===== src/rtl/prsp_pkg.sv =====
`default_nettype none

package prsp_pkg;

    // Number of rows the bitmap covers.
    localparam int ROWS = 64;

    localparam int ROW_W = 6;
    localparam int CNT_W = 7;
    localparam int CFG_W = 7;
    localparam int SUM_W = CFG_W + 1;

    localparam logic [CNT_W-1:0] COUNT_MAX = {CNT_W{1'b1}};

    // Input command codes.
    localparam logic CMD_LOAD   = 1'b0;
    localparam logic CMD_FINISH = 1'b1;

    // Result status codes.
    localparam logic [1:0] ST_OK       = 2'd0;
    localparam logic [1:0] ST_RANGE    = 2'd1;
    localparam logic [1:0] ST_MISMATCH = 2'd2;
    localparam logic [1:0] ST_EMPTY    = 2'd3;

    typedef logic [ROWS-1:0] row_map_t;

    // Commands from the controller to the datapath.
    typedef struct packed {
        logic       mark;        // load beat accepted
        logic       capture;     // finish beat accepted
        logic       chk_pop;     // drop lowest bit of both check copies
        logic       put_status;  // write a status-only result
        logic       put_pair;    // write a swap pair and pop it
        logic [1:0] status;
    } prsp_cmd_t;

    // Status from the datapath to the controller.
    typedef struct packed {
        logic empty_range;
        logic range_err;
        logic chk_e_zero;
        logic chk_l_zero;
        logic pairs_none;
        logic pair_final;
        logic slot_free;
    } prsp_sts_t;

    // Index of the lowest set bit; zero when no bit is set.
    function automatic logic [ROW_W-1:0] lowest_index(input row_map_t x);
        row_map_t         onehot;
        logic [ROW_W-1:0] idx;
        onehot = x & (~x + row_map_t'(1));
        idx    = '0;
        for (int i = 0; i < ROWS; i++) begin
            if (onehot[i]) begin
                idx = idx | ROW_W'(i);
            end
        end
        return idx;
    endfunction

endpackage

`default_nettype wire


===== src/rtl/prsp_ctrl.sv =====
`default_nettype none

module prsp_ctrl (
    input  wire                  aclk,
    input  wire                  aresetn,
    input  wire                  s_tvalid,
    output logic                 s_tready,
    input  wire                  s_cmd,
    input  wire prsp_pkg::prsp_sts_t sts,
    output prsp_pkg::prsp_cmd_t  cmd
);

    localparam logic [1:0] S_IDLE   = 2'd0;
    localparam logic [1:0] S_CHECK  = 2'd1;
    localparam logic [1:0] S_SINGLE = 2'd2;
    localparam logic [1:0] S_EMIT   = 2'd3;

    logic [1:0] state_reg, state_next;
    logic [1:0] status_reg, status_next;

    always_comb begin
        state_next     = state_reg;
        status_next    = status_reg;
        s_tready       = 1'b0;
        cmd            = '0;
        cmd.status     = status_reg;
        case (state_reg)
            S_IDLE: begin
                s_tready = 1'b1;
                if (s_tvalid) begin
                    if (s_cmd == prsp_pkg::CMD_LOAD) begin
                        cmd.mark = 1'b1;
                    end else begin
                        cmd.capture = 1'b1;
                        if (sts.empty_range) begin
                            status_next = prsp_pkg::ST_EMPTY;
                            state_next  = S_SINGLE;
                        end else if (sts.range_err) begin
                            status_next = prsp_pkg::ST_RANGE;
                            state_next  = S_SINGLE;
                        end else begin
                            state_next = S_CHECK;
                        end
                    end
                end
            end
            S_CHECK: begin
                if (sts.chk_e_zero && sts.chk_l_zero) begin
                    if (sts.pairs_none) begin
                        status_next = prsp_pkg::ST_OK;
                        state_next  = S_SINGLE;
                    end else begin
                        status_next = prsp_pkg::ST_OK;
                        state_next  = S_EMIT;
                    end
                end else if (sts.chk_e_zero || sts.chk_l_zero) begin
                    status_next = prsp_pkg::ST_MISMATCH;
                    state_next  = S_SINGLE;
                end else begin
                    cmd.chk_pop = 1'b1;
                end
            end
            S_SINGLE: begin
                if (sts.slot_free) begin
                    cmd.put_status = 1'b1;
                    state_next     = S_IDLE;
                end
            end
            S_EMIT: begin
                if (sts.slot_free) begin
                    cmd.put_pair = 1'b1;
                    if (sts.pair_final) begin
                        state_next = S_IDLE;
                    end
                end
            end
            default: begin
                state_next = S_IDLE;
            end
        endcase
    end

    always_ff @(posedge aclk) begin
        if (!aresetn) begin
            state_reg  <= S_IDLE;
            status_reg <= prsp_pkg::ST_OK;
        end else begin
            state_reg  <= state_next;
            status_reg <= status_next;
        end
    end

endmodule

`default_nettype wire


===== src/rtl/prsp_dp.sv =====
`default_nettype none

module prsp_dp (
    input  wire                               aclk,
    input  wire                               aresetn,
    input  wire prsp_pkg::prsp_cmd_t          cmd,
    output prsp_pkg::prsp_sts_t               sts,
    input  wire [prsp_pkg::ROW_W-1:0]         pick_row,
    input  wire [prsp_pkg::CFG_W-1:0]         first_open_row,
    input  wire [prsp_pkg::CFG_W-1:0]         row_total,
    output logic                              m_tvalid,
    input  wire                               m_tready,
    output logic [prsp_pkg::ROW_W-1:0]        early_row,
    output logic [prsp_pkg::ROW_W-1:0]        late_row,
    output logic                              pair_valid,
    output logic [1:0]                        status,
    output logic                              last
);

    prsp_pkg::row_map_t pivot_map_reg, pivot_map_next;
    logic [prsp_pkg::CNT_W-1:0] pivot_count_reg, pivot_count_next;
    logic range_error_reg, range_error_next;

    // Early and late candidate masks, plus copies consumed by the check pass.
    prsp_pkg::row_map_t e_reg, e_next, l_reg, l_next;
    prsp_pkg::row_map_t ce_reg, ce_next, cl_reg, cl_next;

    logic m_tvalid_reg, m_tvalid_next;
    logic [prsp_pkg::ROW_W-1:0] early_reg, early_next, late_reg, late_next;
    logic pv_reg, pv_next, last_reg, last_next;
    logic [1:0] status_reg, status_next;

    logic [prsp_pkg::CFG_W-1:0] rows_eff;
    logic [prsp_pkg::SUM_W-1:0] win_start, win_end, late_start, rows_ext;
    logic row_bad;
    prsp_pkg::row_map_t e_mask, l_mask;

    assign rows_eff = (row_total > prsp_pkg::CFG_W'(prsp_pkg::ROWS)) ?
                      prsp_pkg::CFG_W'(prsp_pkg::ROWS) : row_total;
    assign rows_ext   = {1'b0, rows_eff};
    assign win_start  = {1'b0, first_open_row};
    assign late_start = win_start + {1'b0, pivot_count_reg};
    assign win_end    = (late_start > rows_ext) ? rows_ext : late_start;

    assign row_bad = ({1'b0, pick_row} < first_open_row) ||
                     ({1'b0, pick_row} >= rows_eff);

    // Early rows are open window rows without a pivot; late rows are pivots past it.
    always_comb begin
        for (int i = 0; i < prsp_pkg::ROWS; i++) begin
            e_mask[i] = !pivot_map_reg[i] &&
                        (prsp_pkg::SUM_W'(i) >= win_start) && (prsp_pkg::SUM_W'(i) < win_end);
            l_mask[i] = pivot_map_reg[i] &&
                        (prsp_pkg::SUM_W'(i) >= late_start) && (prsp_pkg::SUM_W'(i) < rows_ext);
        end
    end

    always_comb begin
        pivot_map_next   = pivot_map_reg;
        pivot_count_next = pivot_count_reg;
        range_error_next = range_error_reg;
        e_next  = e_reg;
        l_next  = l_reg;
        ce_next = ce_reg;
        cl_next = cl_reg;
        if (cmd.mark) begin
            if (row_bad) begin
                range_error_next = 1'b1;
            end else begin
                for (int i = 0; i < prsp_pkg::ROWS; i++) begin
                    if (prsp_pkg::ROW_W'(i) == pick_row) begin
                        pivot_map_next[i] = 1'b1;
                    end
                end
            end
            if (pivot_count_reg != prsp_pkg::COUNT_MAX) begin
                pivot_count_next = pivot_count_reg + prsp_pkg::CNT_W'(1);
            end
        end
        if (cmd.capture) begin
            e_next  = e_mask;
            l_next  = l_mask;
            ce_next = e_mask;
            cl_next = l_mask;
            pivot_map_next   = '0;
            pivot_count_next = '0;
            range_error_next = 1'b0;
        end
        if (cmd.chk_pop) begin
            ce_next = ce_reg & (ce_reg - prsp_pkg::row_map_t'(1));
            cl_next = cl_reg & (cl_reg - prsp_pkg::row_map_t'(1));
        end
        if (cmd.put_pair) begin
            e_next = e_reg & (e_reg - prsp_pkg::row_map_t'(1));
            l_next = l_reg & (l_reg - prsp_pkg::row_map_t'(1));
        end
    end

    always_comb begin
        m_tvalid_next = m_tvalid_reg && !m_tready;
        early_next    = early_reg;
        late_next     = late_reg;
        pv_next       = pv_reg;
        status_next   = status_reg;
        last_next     = last_reg;
        if (cmd.put_status) begin
            m_tvalid_next = 1'b1;
            early_next    = '0;
            late_next     = '0;
            pv_next       = 1'b0;
            status_next   = cmd.status;
            last_next     = 1'b1;
        end else if (cmd.put_pair) begin
            m_tvalid_next = 1'b1;
            early_next    = prsp_pkg::lowest_index(e_reg);
            late_next     = prsp_pkg::lowest_index(l_reg);
            pv_next       = 1'b1;
            status_next   = prsp_pkg::ST_OK;
            last_next     = sts.pair_final;
        end
    end

    always_ff @(posedge aclk) begin
        if (!aresetn) begin
            pivot_map_reg   <= '0;
            pivot_count_reg <= '0;
            range_error_reg <= 1'b0;
            m_tvalid_reg    <= 1'b0;
        end else begin
            pivot_map_reg   <= pivot_map_next;
            pivot_count_reg <= pivot_count_next;
            range_error_reg <= range_error_next;
            m_tvalid_reg    <= m_tvalid_next;
        end
    end

    always_ff @(posedge aclk) begin
        e_reg      <= e_next;
        l_reg      <= l_next;
        ce_reg     <= ce_next;
        cl_reg     <= cl_next;
        early_reg  <= early_next;
        late_reg   <= late_next;
        pv_reg     <= pv_next;
        status_reg <= status_next;
        last_reg   <= last_next;
    end

    assign sts.empty_range = (first_open_row >= rows_eff);
    assign sts.range_err   = range_error_reg;
    assign sts.chk_e_zero  = (ce_reg == '0);
    assign sts.chk_l_zero  = (cl_reg == '0);
    assign sts.pairs_none  = (e_reg == '0);
    assign sts.pair_final  = ((e_reg & (e_reg - prsp_pkg::row_map_t'(1))) == '0);
    assign sts.slot_free   = !m_tvalid_reg || m_tready;

    assign m_tvalid   = m_tvalid_reg;
    assign early_row  = early_reg;
    assign late_row   = late_reg;
    assign pair_valid = pv_reg;
    assign status     = status_reg;
    assign last       = last_reg;

endmodule

`default_nettype wire


===== src/rtl/pivot_row_swap_planner.sv =====
// Channel   | Dir | Beat contents
// s_ (in)   | in  | tdata[5:0] pick_row; tuser cmd (0 load, 1 finish)
// m_ (out)  | out | tdata[5:0] early_row, [11:6] late_row; tuser[0] pair_valid,
//           |     | tuser[2:1] status; tlast marks the final beat of a finish
// APB cfg   | in  | 0x0 first_open_row, 0x4 row_total
//
// A load beat produces no output beat. A finish beat builds the candidate masks in the
// cycle it is taken. An empty range or a range error then writes one status beat;
// otherwise a check pass compares the mask counts, then the output beats follow (each
// swap pair, or one status beat). Reset is synchronous and active low; it clears the
// bitmap, count, error flag, the controller and the output valid. s_tready stays low
// until the last beat of a finish is written, so output stalls keep it low longer.
`default_nettype none

module pivot_row_swap_planner (
    input  wire         aclk,
    input  wire         aresetn,
    // Input stream.
    input  wire         s_tvalid,
    output logic        s_tready,
    input  wire  [7:0]  s_tdata,   // [5:0] pick_row, [7:6] zero
    input  wire         s_tuser,   // [0] cmd
    // Result stream.
    output logic        m_tvalid,
    input  wire         m_tready,
    output logic [15:0] m_tdata,   // [5:0] early_row, [11:6] late_row, [15:12] zero
    output logic [2:0]  m_tuser,   // [0] pair_valid, [2:1] status
    output logic        m_tlast,
    // Configuration port.
    input  wire         psel,
    input  wire         penable,
    input  wire         pwrite,
    input  wire  [2:0]  paddr,
    input  wire  [31:0] pwdata,
    output logic [31:0] prdata,
    output logic        pready
);

    logic [prsp_pkg::CFG_W-1:0] first_open_row_reg, first_open_row_next;
    logic [prsp_pkg::CFG_W-1:0] row_total_reg, row_total_next;
    logic                       cfg_wr;

    prsp_pkg::prsp_cmd_t cmd;
    prsp_pkg::prsp_sts_t sts;

    logic [prsp_pkg::ROW_W-1:0] early_row, late_row;
    logic                       pair_valid, last;
    logic [1:0]                 status;

    // The register file answers every access without wait states. Address bit 2 picks the
    // register; the lower byte-offset bits are ignored.
    assign pready = 1'b1;
    assign cfg_wr = psel && penable && pwrite && pready;

    always_comb begin
        first_open_row_next = first_open_row_reg;
        row_total_next      = row_total_reg;
        if (cfg_wr) begin
            if (paddr[2] == 1'b0) begin
                first_open_row_next = pwdata[prsp_pkg::CFG_W-1:0];
            end else begin
                row_total_next = pwdata[prsp_pkg::CFG_W-1:0];
            end
        end
    end

    always_ff @(posedge aclk) begin
        if (!aresetn) begin
            first_open_row_reg <= '0;
            row_total_reg      <= prsp_pkg::CFG_W'(prsp_pkg::ROWS);
        end else begin
            first_open_row_reg <= first_open_row_next;
            row_total_reg      <= row_total_next;
        end
    end

    assign prdata = paddr[2] ? {{(32 - prsp_pkg::CFG_W){1'b0}}, row_total_reg}
                             : {{(32 - prsp_pkg::CFG_W){1'b0}}, first_open_row_reg};

    // The controller sequences load, check and emit; the datapath holds the bitmap,
    // the candidate masks and the output register.
    prsp_ctrl u_ctrl (
        .aclk     (aclk),
        .aresetn  (aresetn),
        .s_tvalid (s_tvalid),
        .s_tready (s_tready),
        .s_cmd    (s_tuser),
        .sts      (sts),
        .cmd      (cmd)
    );

    prsp_dp u_dp (
        .aclk           (aclk),
        .aresetn        (aresetn),
        .cmd            (cmd),
        .sts            (sts),
        .pick_row       (s_tdata[prsp_pkg::ROW_W-1:0]),
        .first_open_row (first_open_row_reg),
        .row_total      (row_total_reg),
        .m_tvalid       (m_tvalid),
        .m_tready       (m_tready),
        .early_row      (early_row),
        .late_row       (late_row),
        .pair_valid     (pair_valid),
        .status         (status),
        .last           (last)
    );

    assign m_tdata = {4'b0000, late_row, early_row};
    assign m_tuser = {status, pair_valid};
    assign m_tlast = last;

endmodule

`default_nettype wire


===== config.mk =====
export PLATFORM = sky130hd
export DESIGN_NAME = pivot_row_swap_planner
export DESIGN_NICKNAME = d
export VERILOG_FILES = /design/src/rtl/prsp_pkg.sv /design/src/rtl/prsp_ctrl.sv /design/src/rtl/prsp_dp.sv /design/src/rtl/pivot_row_swap_planner.sv
export SDC_FILE = /design/constraint.sdc
export NUM_CORES = 1
export LEC_CHECK = 0
export BUFFER_PORTS_ARGS = -buffer_cell sky130_fd_sc_hd__buf_2
export CORE_ASPECT_RATIO = 2
export CORE_UTILIZATION = 64
export CTS_BUF_LIST = sky130_fd_sc_hd__clkbuf_4
export CTS_CLUSTER_SIZE = 16
export DETAILED_ROUTE_END_ITERATION = 10
export PLACE_DENSITY_LB_ADDON = 0.08
export SLEW_MARGIN = 25
export SYNTH_ARGS = -nofsm -noshare
export SYNTH_HDL_FRONTEND = slang
export SYNTH_SLANG_ARGS = --single-unit

===== constraint.sdc =====
create_clock -name aclk -period 7.9 [get_ports aclk]
set_input_delay 2.37 -clock aclk [delete_from_list [all_inputs] [get_ports aclk]]
set_output_delay 2.37 -clock aclk [all_outputs]
set_load 0.005 [all_outputs]

==> out/metrics.csv, run 1 <==
stage;metric;value;unit
run_status;status;stopped before the end;
run_status;haltStage;global routing;
run_status;error_line;[ERROR GRT-0116] Global routing finished with congestion. Check the congestion regions in the DRC Viewer.;
placement;numPortBuffers;46;
clock_tree;cts_hold_buf;0;
synthesis;synth_seq_cells;363;
synthesis;avgSynthCellArea;8.94;sq um
synthesis;synth_simple_gate_area_share;22.8;%
global_routing;grt_pass1_wl;167000;um
clock_tree;post_cts_buffers;0;
clock_tree;cts-root-buf;clkbuf_4;
synthesis;synthXorXnorAreaFrac;0.272;%
synthesis;synth-edff-count;258;
placement;hpwl;74200;um
synthesis;yosys.cell_types.count;91;
synthesis;synthAdderAreaFrac;2.01;%
floorplanning;die_x;135;um
global_routing;grt_pass1_vias;24900;
synthesis;synthesis.area;0.0225;sq mm
floorplanning;rows;96;
synthesis;yosys-mux-area-fraction;1.40;%
floorplanning;dieHeight;267;um
synthesis;synth_top_area_cell;edfxtp_1;
global_routing;gr-total-overflow;221;
global_routing;grt_max_degree;136;
placement;gp_congestion;1.22;
clock_tree;clock-sinks;363;
synthesis;synth_top_cell_area_share;34.4;%
clock_tree;clockBufferDepth;3;
synthesis;seq_area_frac_synth;43.7;%
synthesis;ys.flop_type;edfxtp_1;
floorplanning;start_util;65.4;%
clock_tree;cts-htree-levels;3;
placement;place_inst;2893;
global_routing;grt.total_usage;62.5;%
floorplanning;io_pins;106;
synthesis;synth_compound_area_share;25.1;%
synthesis;synth_cells;2519;
clock_tree;cts-buffers-inserted;84;
synthesis;synth.area.top_cells;edfxtp_1, dfxtp_1, o21ai_0;
clock_tree;ctsResizeCount;0;
synthesis;ys_warn_count;0;
synthesis;synth_top_family_by_area;compound AO/OA/AOI/OAI gates;
synthesis;ys_async_sr_fraction;0;%
==> synth_stat cells, types with 15 or more instances <==
master     instances
edfxtp_1         258
o21ai_0          251
nand2_1          245
nand3_1          169
nor2_1           144
clkbuf_1         125
dfxtp_1          105
a21oi_1           98
nor3_1            92
o211ai_1          65
o2111ai_1         60
nor4_1            54
or3_1             49
o22ai_1           48
inv_1             45
or4_1             45
o21ai_1           39
nand4_1           37
a22o_1            33
buf_4             33
ha_1              33
a21o_1            31
o311ai_0          30
mux2i_1           27
and3_1            25
a31oi_1           24
nand2b_1          24
nor2b_1           22
or2_2             20
buf_2             19
a211oi_1          18
o31ai_1           16
and2_1            15
o41ai_1           15
==> cells by family after synthesis <==
| group | count (synthesis) |
|---|---|
| buffers and inverters | 238 |
| and+or+nand+nor | 995 |
| xor gates and xnor gates | 7 |
| DFF | 363 |
| muxes | 31 |
| adders and majority gates | 36 |
| other | 2 |
| AOI/OAI and AO/OA | 847 |
==> stage by stage <==
step | hold slack (ns) | setup slack (ns) | utilization, % | area (sq um)
floorplan | 0.423 | 1.45 | - | 22600
CTS | 0.446 | 2.28 | 69.9 | 24100
global placement | 0.429 | 2.32 | 66.7 | 23000
detailed placement | 0.434 | 2.23 | 66.7 | 23000
==> routing by layer <==
metal | global-route usage, % | overflow
met1 | 58.4 | 0
met2 | 90.7 | 121
met3 | 32.6 | 0
met4 | 71.6 | 100
met5 | 2.71 | 0
==> inputs of run 2 (changes only) <==
- CORE_ASPECT_RATIO: 2 -> not set
- CORE_UTILIZATION: 64 -> 40
- CTS_BUF_LIST: sky130_fd_sc_hd__clkbuf_4 -> not set
- CTS_CLUSTER_SIZE: 16 -> not set
- PLACE_DENSITY_LB_ADDON: 0.08 -> 0.15
==> out/metrics.csv, run 2 <==
stage;metric;value;unit
run_status;status;finished, final reports clean;
flow_run;drv_cap;0;
power;pwr-share-comb;21.1;%
routing;routed_wl;94500;um
synthesis;ys_warn_count;0;
synthesis;avgSynthCellArea;8.94;sq um
global_routing;grt_pass1_vias;19800;
power;power.density;255;mW/mm^2
synthesis;seq_area_frac_synth;43.7;%
floorplanning;rows;86;
routing;num_vias;22000;
power;internal_power;4.13;mW
floorplanning;die_area;0.0573;sq mm
synthesis;synth_top_cell_area_share;34.4;%
synthesis;synth.area.top_cells;edfxtp_1, dfxtp_1, o21ai_0;
clock_tree;post_cts_buffers;0;
clock_tree;insertion_delay;0.59;ns
placement;place_inst;3197;
clock_tree;cts-root-buf;clkbuf_16;
routing;wire_per_inst;28.8;um
routing;antenna_left;0;
global_routing;antenna_found_initial;4;
timing;tightest_slew;1.15;ns
min_path;worstHoldPathType;reg2reg;
clock_tree;clock-sinks;363;
setup_path;path_cells;ha_1 > xnor2_1 > clkinv_1 > ha_1 > o21a_1 > o21a_1 > o21ai_0 > a21oi_1 > buf_4 > or2_2 > o21ai_0 > o21ai_0 > o41ai_1;
setup_path;timing.critical_path.max_delay_family;compound AO/OA/AOI/OAI gates;
floorplanning;core_area;0.0554;sq mm
floorplanning;io_pins;106;
setup_path;worstSetupEndpointType;flop;
global_routing;grt_pass1_wl;136000;um
setup_path;worstPathArrival;6.52;ns
clock_tree;cts_hold_buf;0;
setup_path;start_kind;flop;
clock_tree;cts-buffers-inserted;44;
cells_and_area;nNetsFinal;2580;
cells_and_area;layout_commonest_cell;edfxtp_1;
synthesis;ys.flop_type;edfxtp_1;
synthesis;synthesis.area;0.0225;sq mm
floorplanning;dieHeight;239;um
power;clkPwrFrac;31.4;%
setup_path;path_common_cell;o21ai_0;
global_routing;gr-total-overflow;0;
setup_path;cp_data_required_time;8.29;ns
timing;setup_viol;0;
placement;numPortBuffers;46;
timing;report.final.slew_viol_count;0;
floorplanning;start_util;40.7;%
synthesis;synth_top_area_cell;edfxtp_1;
cells_and_area;final_cell_mix;edfxtp_1, o21ai_0, nand2_1;
cells_and_area;syn_to_final_growth;9.75;%
routing;viasPerCell;6.71;
setup_path;worst-path-max-fanout;24;
power;p_seq_share;47.5;%
setup_path;critPathKind;reg2reg;
clock_tree;clockBufferDepth;3;
synthesis;synth_cells;2519;
timing;finalHoldViolations;0;
synthesis;synthTopCellsByCount;edfxtp_1, o21ai_0, nand2_1, nand3_1, nor2_1;
clock_tree;cts_tree;built;
power;p_switching;2.17;mW
routing;drc_errors;0;
placement;hpwl;72200;um
setup_path;cp.buffers_inverters;2;
timing;grt_setup_unrepaired;no;
setup_path;max_stage_delay;0.82;ns
global_routing;grt_max_degree;156;
clock_tree;ctsResizeCount;0;
timing;period_share;77.6;%
timing;fin_ws;1.77;ns
timing;relSlewSlack;22.5;%
clock_tree;cts-htree-levels;2;
timing;post-route-min-period;6.13;ns
cells_and_area;final_cells;3282;
synthesis;synth-edff-count;258;
global_routing;grt.total_usage;32.4;%
timing;holdWs;0.440;ns
timing;fin_skew;0.0179;ns
synthesis;synth_seq_cells;363;
power;leakagePower;8.09;nW
timing;setup_tns;0;ns
cells_and_area;layout-drive-gt1-share;8.26;%
floorplanning;die_x;239;um
synthesis;yosys.cell_types.count;91;
placement;preCtsSetupSlack;1.97;ns
placement;gp_congestion;1.01;
power;ir_drop;0.000142;V
synthesis;synth.most_common_cell;edfxtp_1;
synthesis;ys_async_sr_fraction;0;%
setup_path;crit_slowest_cell;dfxtp_1;
clock_tree;clk_pin_slew_worst_paths;0.06;ns
power;swShare;34.4;%
routing;dr.first_iter.drc_count;3164;
timing;fmax;0.163;GHz
routing;first_pass_iters;8;
==> run 2: cell counts after synthesis <==
Identical to the previous run, type by type.
==> run 2: cell families after synthesis <==
logic type	count (synthesis)	synth area share, %
flops	363	43.7
buf+inv	238	4.65
other cells	2	0.0333
compound gates	847	25.1
xor+xnor	7	0.272
fa+ha+maj	36	2.01
mux	31	1.40
simple gates	995	22.8
==> run 2: final timing paths <==
kind | from | slack, ns | endpoint | cells after the start
worst max register to register | first_open_row_reg[2]$_SDFFE_PN0P_ | 1.77 | u_dp.ce_reg[42]$_DFFE_PP_ | 13
worst min register to register | u_dp.pair_valid$_SDFFE_PP0P_ | 0.44 | u_dp.pair_valid$_SDFFE_PP0P_ | 2
worst max-delay path | first_open_row_reg[2]$_SDFFE_PN0P_ | 1.77 | u_dp.ce_reg[42]$_DFFE_PP_ | 13
worst min-delay path | u_dp.pair_valid$_SDFFE_PP0P_ | 0.44 | u_dp.pair_valid$_SDFFE_PP0P_ | 2
==> run 2: routing by layer <==
layer	GRT usage [%]	routed length, um	vias to the layer above
li1	-	-	9836
met1	46.8	41500	10700
met2	47.7	40100	1245
met3	6.34	9100	223
met4	11.7	3840	4
met5	0	25	-
==> run 2: per-stage QoR <==
step | power, mW | utilization [%] | instance area [sq um]
2_1_floorplan | 3.86 | - | 22600
3_3_place_gp | 4.27 | 42.1 | 23300
3_5_place_dp | 4.32 | 42.1 | 23300
4_1_cts | 6.30 | 44.6 | 24700
5_1_grt | 6.57 | 44.6 | 24700
6_report | 6.30 | 44.6 | 24700
==> run 2: cell type report <==
class                      count  area [sq um]
clock buffer                  69          1300
timing repair buffer          90           577
tap                          748           936
inverter                      50           188
clock inverter                13          76.3
sequential                   363          9850
multi-input combinational   1946         11800
antenna                        3          7.51
fill                        5489         30700
==> run 2: power by group through the flow <==
stage	clock network [mW]	logic, mW	registers (mW)
detailed placement	0	1.31	3.01
CTS	2.01	1.31	2.98
floorplan	0	0.947	2.91
finish	1.98	1.33	2.99
global placement	0	1.28	2.99
global route	2.08	1.45	3.05
==> run 2: tightest hold or removal path, stage by stage, from the launching register on <==
cell and delay, ns:
dfxtp_1 0.30, nand2_1 0.05, nand2_1 0.04
Power figures use the tool's default switching activity.
==> inputs of run 3 (changes only) <==
- clock period: 7.9 -> 5.51 ns (I/O delays scaled with it)
==> out/metrics.csv, run 3 (synthesis gave the netlist of run 2 again) <==
stage;metric;value;unit
run_status;status;finished, final reports clean;
placement;gp_congestion;1.07;
floorplanning;die_area;0.0573;sq mm
floorplanning;core_area;0.0554;sq mm
floorplanning;rows;86;
clock_tree;clockBufferDepth;3;
routing;routed_wl;95700;um
global_routing;grt_pass1_vias;20100;
clock_tree;cts_hold_buf;0;
timing;holdWs;0.438;ns
timing;finalHoldViolations;0;
timing;post-route-min-period;5.05;ns
timing;relSlewSlack;22.8;%
timing;setup_tns;0;ns
timing;period_share;91.7;%
setup_path;start_kind;flop;
setup_path;max_stage_delay;0.82;ns
flow_run;drv_cap;0;
placement;hpwl;73300;um
cells_and_area;syn_to_final_growth;12.4;%
timing;report.final.slew_viol_count;0;
timing;fin_skew;0.0252;ns
power;ir_drop;0.000267;V
global_routing;grt_use_met1;47.2;%
global_routing;grt_max_degree;144;
floorplanning;io_pins;106;
cells_and_area;final_cell_mix;edfxtp_1, o21ai_0, nand2_1;
setup_path;critPathKind;reg2reg;
routing;viasPerCell;6.64;
setup_path;cp_data_required_time;5.96;ns
global_routing;grt_util_met3;6.65;%
clock_tree;insertion_delay;0.59;ns
min_path;worstHoldPathType;reg2reg;
routing;first_pass_iters;6;
setup_path;worstPathArrival;5.51;ns
global_routing;grt.total_usage;32.9;%
cells_and_area;layout-drive-gt1-share;10.5;%
floorplanning;die_x;239;um
clock_tree;clock-sinks;363;
global_routing;grt_util_met2;48.6;%
global_routing;busiest_layer;met2;
clock_tree;post_cts_buffers;0;
global_routing;gr-total-overflow;0;
timing;tightest_slew;1.14;ns
timing;grt_setup_unrepaired;no;
floorplanning;start_util;40.7;%
setup_path;worstSetupEndpointType;flop;
power;power.density;366;mW/mm^2
cells_and_area;nNetsFinal;2642;
routing;drc_errors;0;
power;leakagePower;8.43;nW
routing;dr.first_iter.drc_count;2811;
timing;fmax;0.198;GHz
timing;fin_ws;0.456;ns
setup_path;timing.critical_path.max_delay_family;compound AO/OA/AOI/OAI gates;
clock_tree;cts-buffers-inserted;44;
setup_path;path_common_cell;buf_4;
routing;antenna_left;0;
setup_path;worst-path-max-fanout;12;
timing;setup_viol;0;
cells_and_area;insertedDiodeCount;0;
clock_tree;cts_tree;built;
placement;preCtsSetupSlack;0.543;ns
floorplanning;dieHeight;239;um
global_routing;antenna_found_initial;1;
routing;num_vias;22200;
setup_path;cp.buffers_inverters;3;
global_routing;grt_pass1_wl;138000;um
clock_tree;cts-htree-levels;2;
placement;numPortBuffers;46;
cells_and_area;layout_commonest_cell;edfxtp_1;
setup_path;path_cells;ha_1 > fa_1 > a21o_1 > a21oi_1 > or4b_2 > o2111ai_1 > ha_1 > nand4_1 > o22ai_1 > a21oi_1 > or2_2 > buf_4 > mux2i_1 > buf_4 > a2111oi_1 > buf_4 > a21o_1;
clock_tree;cts-root-buf;clkbuf_16;
setup_path;crit_slowest_cell;a2111oi_1;
clock_tree;clk_pin_slew_worst_paths;0.06;ns
routing;wire_per_inst;28.7;um
clock_tree;ctsResizeCount;0;
==> run 3: cell count changes in the layout (fill, tap and decap cells not counted), moves of 2 or more <==
| cell | previous run | this run |
|---|---|---|
| clkinv_1 | 7 | 9 |
| bufinv_16 | 0 | 4 |
| buf_12 | 1 | 7 |
| clkinv_2 | 7 | 4 |
| buf_4 | 42 | 99 |
| nor3_2 | 2 | 4 |
| diode_2 | 3 | 0 |
| clkbuf_8 | 8 | 4 |
| clkbuf_1 | 16 | 12 |
==> run 3: cell type report <==
type,count,area (sq um)
Fill cell,5407,30100
Multi-Input combinational cell,1946,11800
Sequential cell,363,9850
Clock buffer,62,1250
Timing Repair Buffer,152,1110
Tap cell,748,936
Clock inverter,17,196
Inverter,50,188
==> run 3: power by group <==
part | total [mW] | leakage (nW) | switching [mW] | internal, mW
clock | 2.96 | 0.702 | 1.19 | 1.77
combinational | 2.03 | 4.38 | 1.37 | 0.655
sequential | 4.28 | 3.35 | 0.547 | 3.73
total | 9.27 | 8.43 | 3.11 | 6.15
==> run 3: tightest hold or removal path, cell delays in order (launching register included) <==
cell and delay, ns:
dfxtp_1 0.30, nand2_1 0.05, nand2_1 0.04
==> run 3: per-stage QoR <==
| stage | cells | utilization, % | area, sq um | total power, mW |
|---|---|---|---|---|
| after detailed placement | 3259 | 43.1 | 23900 | 6.30 |
| after CTS | 3338 | 45.7 | 25300 | 9.27 |
| after global placement | 3259 | 43.1 | 23900 | 6.24 |
| after floorplan | 2547 | - | 22600 | 5.50 |
| final | 3338 | 45.7 | 25300 | 9.27 |
| after global routing | 3338 | 45.7 | 25300 | 9.67 |
==> run 3: layer usage <==
metal	vias up	wire [um]	share of wire, %
li1	9952	-	-
met1	10800	42100	44
met2	1218	40800	43
met3	179	8990	9.4
met4	2	3800	4.0
met5	-	9	0.0094
==> run 3: final timing paths <==
| path | from | end | slack (ns) | cells past startpoint |
|---|---|---|---|---|
| setup / recovery | first_open_row_reg[0]$_SDFFE_PN0P_ | u_dp.e_reg[2]$_DFFE_PP_ | 0.46 | 17 |
| hold / removal | u_dp.pair_valid$_SDFFE_PP0P_ | u_dp.pair_valid$_SDFFE_PP0P_ | 0.44 | 2 |
| setup reg to reg | first_open_row_reg[0]$_SDFFE_PN0P_ | u_dp.e_reg[2]$_DFFE_PP_ | 0.46 | 17 |
| hold reg to reg | u_dp.pair_valid$_SDFFE_PP0P_ | u_dp.pair_valid$_SDFFE_PP0P_ | 0.44 | 2 |
